**config.mk**
```make
export PLATFORM = sky130hd
export DESIGN_NAME = aabb_pair_collision_scan
export DESIGN_NICKNAME = d
export VERILOG_FILES = /design/src/aabb_pkg.sv /design/src/aabb_pair_collision_scan.sv /design/src/aabb_box_ram.sv /design/src/aabb_scan.sv
export SDC_FILE = /design/constraint.sdc
export NUM_CORES = 2
export LEC_CHECK = 0
export BUFFER_PORTS_ARGS = -buffer_cell sky130_fd_sc_hd__buf_2
export CORE_ASPECT_RATIO = 1.1
export CORE_UTILIZATION = 65
export DETAILED_ROUTE_END_ITERATION = 7
export PLACE_DENSITY = 0.82
export SYNTH_ARGS = -nofsm -noshare
export SYNTH_HDL_FRONTEND = slang
export SYNTH_SLANG_ARGS = --single-unit
```
**constraint.sdc**
```tcl
create_clock -name clk -period 17.3 [get_ports clk]
set_input_delay 2.595 -clock clk [delete_from_list [all_inputs] [get_ports clk]]
set_output_delay 2.595 -clock clk [all_outputs]
set_load 0.005 [all_outputs]
```
**src/aabb_pkg.sv**
```systemverilog
// ----------------------------------------------------------------------------
// aabb_pkg
// Shared types, sizes and helper functions of the pairwise box collision scan.
// ----------------------------------------------------------------------------
`timescale 1ns / 1ps
`default_nettype none

package aabb_pkg;

  localparam int MAX_BOXES = 32;
  localparam int TAG_KINDS = 8;
  localparam int IDX_W     = $clog2(MAX_BOXES);
  localparam int CNT_W     = $clog2(MAX_BOXES + 1);
  localparam int TAG_W     = 3;
  localparam int MASK_W    = 64;
  localparam int EDGE_W    = 17;

  typedef struct packed {
    logic              frame_start;
    logic signed [15:0] box_x;
    logic signed [15:0] box_y;
    logic [14:0]       box_w;
    logic [14:0]       box_h;
    logic [TAG_W-1:0]  box_tag;
  } item_word_t;

  typedef struct packed {
    logic [IDX_W-1:0] earlier_index;
    logic [CNT_W-1:0] new_index;
    logic             last_pair;
  } result_word_t;

  typedef struct packed {
    logic signed [15:0] y;
    logic signed [15:0] x;
    logic [14:0]        h;
    logic [14:0]        w;
    logic [TAG_W-1:0]   tag;
  } box_t;

  typedef struct packed {
    logic             en;
    logic [IDX_W-1:0] addr;
    box_t             data;
  } ram_wr_t;

  typedef struct packed {
    logic             en;
    logic [IDX_W-1:0] addr;
  } ram_rd_t;

  // Strict overlap test; edges that only touch do not count.
  function automatic logic box_overlap(box_t a, box_t b);
    logic [EDGE_W-1:0] a_top;
    logic [EDGE_W-1:0] a_bot;
    logic [EDGE_W-1:0] a_lft;
    logic [EDGE_W-1:0] a_rgt;
    logic [EDGE_W-1:0] b_top;
    logic [EDGE_W-1:0] b_bot;
    logic [EDGE_W-1:0] b_lft;
    logic [EDGE_W-1:0] b_rgt;
    a_top = {a.y[15], a.y};
    a_lft = {a.x[15], a.x};
    a_bot = a_top + {2'b00, a.h};
    a_rgt = a_lft + {2'b00, a.w};
    b_top = {b.y[15], b.y};
    b_lft = {b.x[15], b.x};
    b_bot = b_top + {2'b00, b.h};
    b_rgt = b_lft + {2'b00, b.w};
    return ($signed(a_bot) > $signed(b_top)) && ($signed(a_top) < $signed(b_bot)) &&
           ($signed(a_rgt) > $signed(b_lft)) && ($signed(a_lft) < $signed(b_rgt));
  endfunction

  // A tag pair matches if either ordering is set in the mask.
  function automatic logic tag_match(logic [MASK_W-1:0] mask, logic [TAG_W-1:0] ta,
                                     logic [TAG_W-1:0] tb);
    logic [2*TAG_W-1:0] i_ab;
    logic [2*TAG_W-1:0] i_ba;
    logic               in_range;
    i_ab     = {ta, tb};
    i_ba     = {tb, ta};
    in_range = (int'(ta) < TAG_KINDS) && (int'(tb) < TAG_KINDS);
    return in_range && (mask[i_ab] || mask[i_ba]);
  endfunction

endpackage

`default_nettype wire

```
**src/aabb_pair_collision_scan.sv**
```systemverilog
// A new box is taken only in the idle state, once the scan of the previous box is done.
// The scan reads one stored box per cycle through the single read port of the box memory,
// except while a found pair waits on a stalled result output.
// Reset clears the stored-box count, the subscription mask and all valid flags.
// The box memory itself is not cleared; only slots below the count are ever read.
// ----------------------------------------------------------------------------
// aabb_pair_collision_scan
// Pairwise strict-overlap scan of tagged boxes with a tag subscription mask.
// ----------------------------------------------------------------------------
`timescale 1ns / 1ps
`default_nettype none

module aabb_pair_collision_scan
  import aabb_pkg::*;
(
  input  wire logic              clk,
  input  wire logic              rst,
  input  wire logic              cfg_we,
  input  wire logic [MASK_W-1:0] cfg_wdata,
  input  wire logic              item_valid,
  output logic                   item_ready,
  input  wire item_word_t        item,
  output logic                   result_valid,
  input  wire logic              result_ready,
  output result_word_t           result
);

  logic [MASK_W-1:0] subscribe_mask;
  ram_wr_t           ram_wr;
  ram_rd_t           ram_rd;
  box_t              ram_q;

  always_ff @(posedge clk) begin
    if (rst) begin
      subscribe_mask <= '0;
    end else if (cfg_we) begin
      subscribe_mask <= cfg_wdata;
    end
  end

  aabb_scan u_scan (
    .clk          (clk),
    .rst          (rst),
    .mask         (subscribe_mask),
    .item_valid   (item_valid),
    .item_ready   (item_ready),
    .item         (item),
    .result_valid (result_valid),
    .result_ready (result_ready),
    .result       (result),
    .ram_wr       (ram_wr),
    .ram_rd       (ram_rd),
    .ram_q        (ram_q)
  );

  aabb_box_ram u_ram (
    .clk   (clk),
    .wr    (ram_wr),
    .rd    (ram_rd),
    .rdata (ram_q)
  );

endmodule

`default_nettype wire

```
**src/aabb_box_ram.sv**
```systemverilog
// ----------------------------------------------------------------------------
// aabb_box_ram
// Box store of the current frame: one write port and one registered read port.
// ----------------------------------------------------------------------------
`timescale 1ns / 1ps
`default_nettype none

module aabb_box_ram
  import aabb_pkg::*;
(
  input  wire logic    clk,
  input  wire ram_wr_t wr,
  input  wire ram_rd_t rd,
  output box_t         rdata
);

  box_t mem [MAX_BOXES];

  always_ff @(posedge clk) begin
    if (wr.en) begin
      mem[wr.addr] <= wr.data;
    end
  end

  always_ff @(posedge clk) begin
    if (rd.en) begin
      rdata <= mem[rd.addr];
    end
  end

endmodule

`default_nettype wire

```
**src/aabb_scan.sv**
```systemverilog
// ----------------------------------------------------------------------------
// aabb_scan
// Sequencer that scans the stored boxes against a new box and emits pairs.
// ----------------------------------------------------------------------------
`timescale 1ns / 1ps
`default_nettype none

module aabb_scan
  import aabb_pkg::*;
(
  input  wire logic              clk,
  input  wire logic              rst,
  input  wire logic [MASK_W-1:0] mask,
  input  wire logic              item_valid,
  output logic                   item_ready,
  input  wire item_word_t        item,
  output logic                   result_valid,
  input  wire logic              result_ready,
  output result_word_t           result,
  output ram_wr_t                ram_wr,
  output ram_rd_t                ram_rd,
  input  wire box_t              ram_q
);

  localparam logic [1:0] ST_IDLE  = 2'd0;
  localparam logic [1:0] ST_SCAN  = 2'd1;
  localparam logic [1:0] ST_FLUSH = 2'd2;

  logic [1:0]       state;
  box_t             cur;
  logic [CNT_W-1:0] count;
  logic [CNT_W-1:0] rd_idx;
  logic             cmp_valid;
  logic [IDX_W-1:0] cmp_idx;
  logic [IDX_W-1:0] hit_cnt;
  logic             pend_valid;
  logic [IDX_W-1:0] pend_idx;

  logic raw_hit;
  logic take_hit;
  logic out_free;
  logic adv;
  logic issue;
  logic flush_go;
  logic not_full;
  logic emit;

  assign item_ready = (state == ST_IDLE);
  assign raw_hit    = cmp_valid && box_overlap(ram_q, cur) && tag_match(mask, ram_q.tag, cur.tag);
  assign take_hit   = raw_hit && (hit_cnt != IDX_W'(MAX_BOXES - 1));
  assign out_free   = !result_valid || result_ready;
  assign adv        = !(take_hit && pend_valid && !out_free);
  assign issue      = (state == ST_SCAN) && adv && (rd_idx < count);
  assign flush_go   = (state == ST_FLUSH) && (!pend_valid || out_free);
  assign not_full   = (count < CNT_W'(MAX_BOXES));
  assign emit       = pend_valid && (((state == ST_SCAN) && take_hit && adv) || flush_go);

  assign ram_rd.en   = issue;
  assign ram_rd.addr = rd_idx[IDX_W-1:0];
  assign ram_wr.en   = flush_go && not_full;
  assign ram_wr.addr = count[IDX_W-1:0];
  assign ram_wr.data = cur;

  always_ff @(posedge clk) begin
    if (rst) begin
      state        <= ST_IDLE;
      count        <= '0;
      rd_idx       <= '0;
      cmp_valid    <= 1'b0;
      hit_cnt      <= '0;
      pend_valid   <= 1'b0;
      result_valid <= 1'b0;
    end else begin
      if (emit) begin
        result_valid <= 1'b1;
      end else if (result_ready) begin
        result_valid <= 1'b0;
      end
      unique case (state)
        ST_IDLE: begin
          if (item_valid) begin
            cur.x     <= item.box_x;
            cur.y     <= item.box_y;
            cur.w     <= item.box_w;
            cur.h     <= item.box_h;
            cur.tag   <= item.box_tag;
            rd_idx    <= '0;
            cmp_valid <= 1'b0;
            hit_cnt   <= '0;
            if (item.frame_start) begin
              count <= '0;
            end
            state <= ST_SCAN;
          end
        end
        ST_SCAN: begin
          if (adv) begin
            cmp_valid <= issue;
            cmp_idx   <= rd_idx[IDX_W-1:0];
            if (issue) begin
              rd_idx <= rd_idx + 1'b1;
            end
            if (take_hit) begin
              hit_cnt    <= hit_cnt + 1'b1;
              pend_idx   <= cmp_idx;
              pend_valid <= 1'b1;
              if (pend_valid) begin
                result.earlier_index <= pend_idx;
                result.new_index     <= count;
                result.last_pair     <= 1'b0;
              end
            end
          end
          if (!cmp_valid && (rd_idx >= count)) begin
            state <= ST_FLUSH;
          end
        end
        ST_FLUSH: begin
          if (flush_go) begin
            if (pend_valid) begin
              result.earlier_index <= pend_idx;
              result.new_index     <= count;
              result.last_pair     <= 1'b1;
            end
            pend_valid <= 1'b0;
            if (not_full) begin
              count <= count + 1'b1;
            end
            state <= ST_IDLE;
          end
        end
        default: begin
          state <= ST_IDLE;
        end
      endcase
    end
  end

endmodule

`default_nettype wire

```
==> results.ini <==
[logic_synthesis]
avgSynthCellArea_um2 = 21.6
synthesis.area_um2 = 92400
synthDistinctLibCells = 70
synth_area_leader_cell = sky130_fd_sc_hd__edfxtp_1
synth.yosys.warnings = 0
synth_enable_flop_cells = 2232
synthCells = 4278
register_area_share_after_synthesis_pct = 74.4
mappedNetlistNets = 4559
async_flop_share_pct = 0
synth-seq-cells = 2318
top_cells_by_area_synth = sky130_fd_sc_hd__edfxtp_1 (73%), sky130_fd_sc_hd__mux4_2 (16%), sky130_fd_sc_hd__ha_1 (1.9%)
post-synth-top-area-fraction_pct = 72.5
yosys_most_used_dff = sky130_fd_sc_hd__edfxtp_1

[worst_setup_path]
rr_startpoint = u_scan.ram_wr[3]$_DFFE_PP_
timing.critical_path.slowest_stage_cell = sky130_fd_sc_hd__edfxtp_1
critical_path.n_buffers_inverters = 2
worst_setup_path_end_kind = flop
critPathTopFamily = compound AO/OA/AOI/OAI gates
worst-endpoint-required_ns = 17.78
cp_max_fo = 65
crit_path_cell_trace = ha_1 -> inv_1 -> fa_1 -> nor2b_1 -> o21ai_0 -> a21boi_0 -> o21ai_0 -> a21oi_1 -> a311o_1 -> a2111oi_0 -> nor3_1 -> ha_1 -> a21o_1 -> a2111oi_0 -> a21oi_1 -> a2111o_1 -> a2111oi_0 -> nand4_1 -> nand3_1 -> nor2_4 -> buf_4
timing_worst_setup_path_type = flop to flop
rr_endpoint = u_ram.rdata[50]$_DFFE_PN_
longest_individual_stage_delay_on_the_worst_path_ns = 1.02
critPathMostFrequentCell = sky130_fd_sc_hd__a2111oi_0
worstSetupStartpointType = flop
worst-r2r-cell-count = 21
reg2reg_slack_ns = 9.64
arrival_time_of_the_worst_setup_path_ns = 8.14

[run]
cap_viol_max_count = 1

[place]
placement.io_buffers = 148
place_congestion = 0.918
detailed_placement_hpwl_mm = 124
place_worst_setup_slack_ns = 10.60

[detailed_routing]
viasPerCell = 7.58
post_drt_wl_per_cell_um = 39.5
drt_pre_antenna_iters = 8
drt_first_iter_violations = 8924
post-route-drc-count = 1
route.vias.total = 50000
postRouteAntennaNets = 0
detail_route.wirelength_mm = 261

[outcome]
violated_checks = DRC, capacitance limit
status = finished, violations left

[cts]
postCtsResizedCells = 0
cts-hold-fix-buffers = 0
clockBufferDepth = 3
number_of_buffers_inserted_during_clock_tree_synthesis = 212
cts_max_level = 4
insertion_delay_ns = 0.90
clock-sinks = 2318
clock-root-buffer = sky130_fd_sc_hd__clkbuf_16
postCtsSetupRepairBufs = 0
tritoncts = done
clkTransAtPathRegs_ns = 0.06

[timing]
endpoints_failing_setup = 0
timing.final.max_slew_violations = 0
rsz_0062_raised_after_global_routing = no
timing.max_slew.rel_slack_pct = 2.17
tightest_slew_ns = 1.43
timing.final.ws_setup_ns = 9.64
setup_tns_ns = 0
final.setup_skew_ns = 0.0414
hold-worst-slack_ns = 0.426
max_freq_ghz = 0.131
fin_crit_sh_pct = 44.3
final-hold-violation-count = 0
final_worst_path_period_need_ns = 7.66

[floorplan]
die_w_um = 361
starting_density_of_the_core_pct = 65.7
die_area_um2 = 144000
die_height_um = 397
design.portCount = 149
core_area_um2 = 141000
row_count = 144

[worst_hold_path]
hold_path_end = u_scan.pend_idx[4]$_DFFE_PP_
hold_path_class = flop to flop
min-delay-start = u_scan.cmp_idx[4]$_DFFE_PP_
min_path_cells = 0

[power]
cellPowerDensity_nw_per_um2 = 115
vdd_ir_drop_max_v = 0.0000965
leakagePower_nw = 32.9

[cells_and_area]
layout-drive-gt1-share_pct = 28.3
area_delta_synth_final_pct = 11.6
nFillCells = 7112
final_net_count = 4868
finalCoreUtilization_pct = 73.4

[grt]
grt_pass1_wl_mm = 365
antenna_violations_before_repair = 11
first_global_vias = 50400
grt_remaining_overflow = 0
maximum_number_of_pins_on_one_net_before_global_route_repair = 151
global_route.usage.total_pct = 36.7

-- Yosys cell counts, drive strengths merged (9+ instances only) --
| library cell | n |
|---|---|
| a21o | 17 |
| a21oi | 48 |
| a22oi | 17 |
| a31oi | 12 |
| and2 | 9 |
| buf | 47 |
| clkbuf | 141 |
| dfxtp | 86 |
| edfxtp | 2232 |
| ha | 142 |
| inv | 79 |
| mux2 | 30 |
| mux2i | 66 |
| mux4 | 684 |
| nand2 | 162 |
| nand2b | 10 |
| nand3 | 38 |
| nand4 | 17 |
| nor2 | 162 |
| nor2b | 13 |
| nor3 | 31 |
| o21ai | 35 |
| or3 | 12 |
| xnor2 | 33 |
| xor2 | 19 |
-- report_power, final --
group / total [mW] / internal [mW] / switching, mW / leakage, nW
Clock: 4.91 / 2.71 / 2.20 / 3.49
Combinational: 0.696 / 0.270 / 0.426 / 8.58
Sequential: 6.26 / 6.21 / 0.0476 / 20.8
-- sequential cells by signal, summed over array words and instances, names as in the netlist, 2 cells and up --
register and count:
u_scan.result 12, u_scan.ram_wr 65, u_scan.state 2, u_scan.pend_idx 5, u_scan.count 6, u_ram.rdata 65, u_scan.rd_idx 6, subscribe_mask 64
u_ram.mem 2080, u_scan.hit_cnt 5, u_scan.cmp_idx 5
-- layout by cell type, fill, tap and decap left out, types with 33 or more instances in the layout --
cell and n:
sky130_fd_sc_hd__clkbuf_1 41, sky130_fd_sc_hd__buf_2 147, sky130_fd_sc_hd__nand2_1 162, sky130_fd_sc_hd__nor2_4 34, sky130_fd_sc_hd__a21oi_1 48, sky130_fd_sc_hd__mux2i_1 66, sky130_fd_sc_hd__xnor2_1 33, sky130_fd_sc_hd__nand3_1 38
sky130_fd_sc_hd__ha_1 142, sky130_fd_sc_hd__edfxtp_1 2232, sky130_fd_sc_hd__clkbuf_16 212, sky130_fd_sc_hd__buf_4 132, sky130_fd_sc_hd__nor2_1 128, sky130_fd_sc_hd__dfxtp_1 81, sky130_fd_sc_hd__inv_1 78, sky130_fd_sc_hd__o21ai_0 35
sky130_fd_sc_hd__clkinv_1 38, sky130_fd_sc_hd__mux4_2 665, sky130_fd_sc_hd__clkinv_2 44
-- area by class of cell --
type                       instances  area, um2  share of cell area (%)
sequential                      2318      68800                    66.7
clock buffer                     256       5500                    5.33
timing repair buffer             283       1810                    1.75
tap                             1825       2280                    2.21
multi-input combinational       1693      22800                    22.1
antenna                            5       12.5                  0.0121
clock inverter                   140       1650                    1.60
inverter                          79        302                   0.292
-- per-stage QoR --
step | power (mW) | cell area (um2) | std cells
finish | 11.9 | 103000 | 6599
global placement | 6.99 | 96000 | 6198
floorplan | 6.79 | 92400 | 4278
CTS | 11.8 | 103000 | 6594
detailed placement | 7.02 | 96000 | 6198
global route | 12.1 | 103000 | 6596
-- layer usage --
layer  vias to the layer above  routed length [um]  global-route usage, %
met5                         -                  57                      0
met4                         8               18400                   21.7
met3                      1110               31000                   8.88
met2                      4964              127000                   58.8
met1                     25400               84300                   46.1
li1                      18600                   -                      -
-- worst max-delay path by stage --
stage                                           from                         to  slack, ns  cells after the start
after floorplan           u_scan.ram_wr[3]$_DFFE_PP_   u_ram.rdata[0]$_DFFE_PN_      10.27                     20
after global placement    u_scan.ram_wr[3]$_DFFE_PP_  u_ram.rdata[15]$_DFFE_PN_      10.73                     21
after detailed placement  u_scan.ram_wr[3]$_DFFE_PP_  u_ram.rdata[15]$_DFFE_PN_      10.60                     21
after CTS                 u_scan.ram_wr[3]$_DFFE_PP_  u_ram.rdata[47]$_DFFE_PN_      10.25                     21
after global routing      u_scan.ram_wr[3]$_DFFE_PP_  u_ram.rdata[50]$_DFFE_PN_       9.39                     21
final                     u_scan.ram_wr[3]$_DFFE_PP_  u_ram.rdata[50]$_DFFE_PN_       9.64                     21
-- kinds of logic after synthesis --
| kind of cell | Yosys count | synth area share [%] |
|---|---|---|
| xor+xnor | 52 | 0.493 |
| simple gates | 494 | 2.42 |
| compound gates | 221 | 1.67 |
| fa+ha+maj | 146 | 2.01 |
| buf+inv | 267 | 1.17 |
| flops | 2318 | 74.4 |
| mux | 780 | 17.8 |
(Power assumes the default switching activity.)
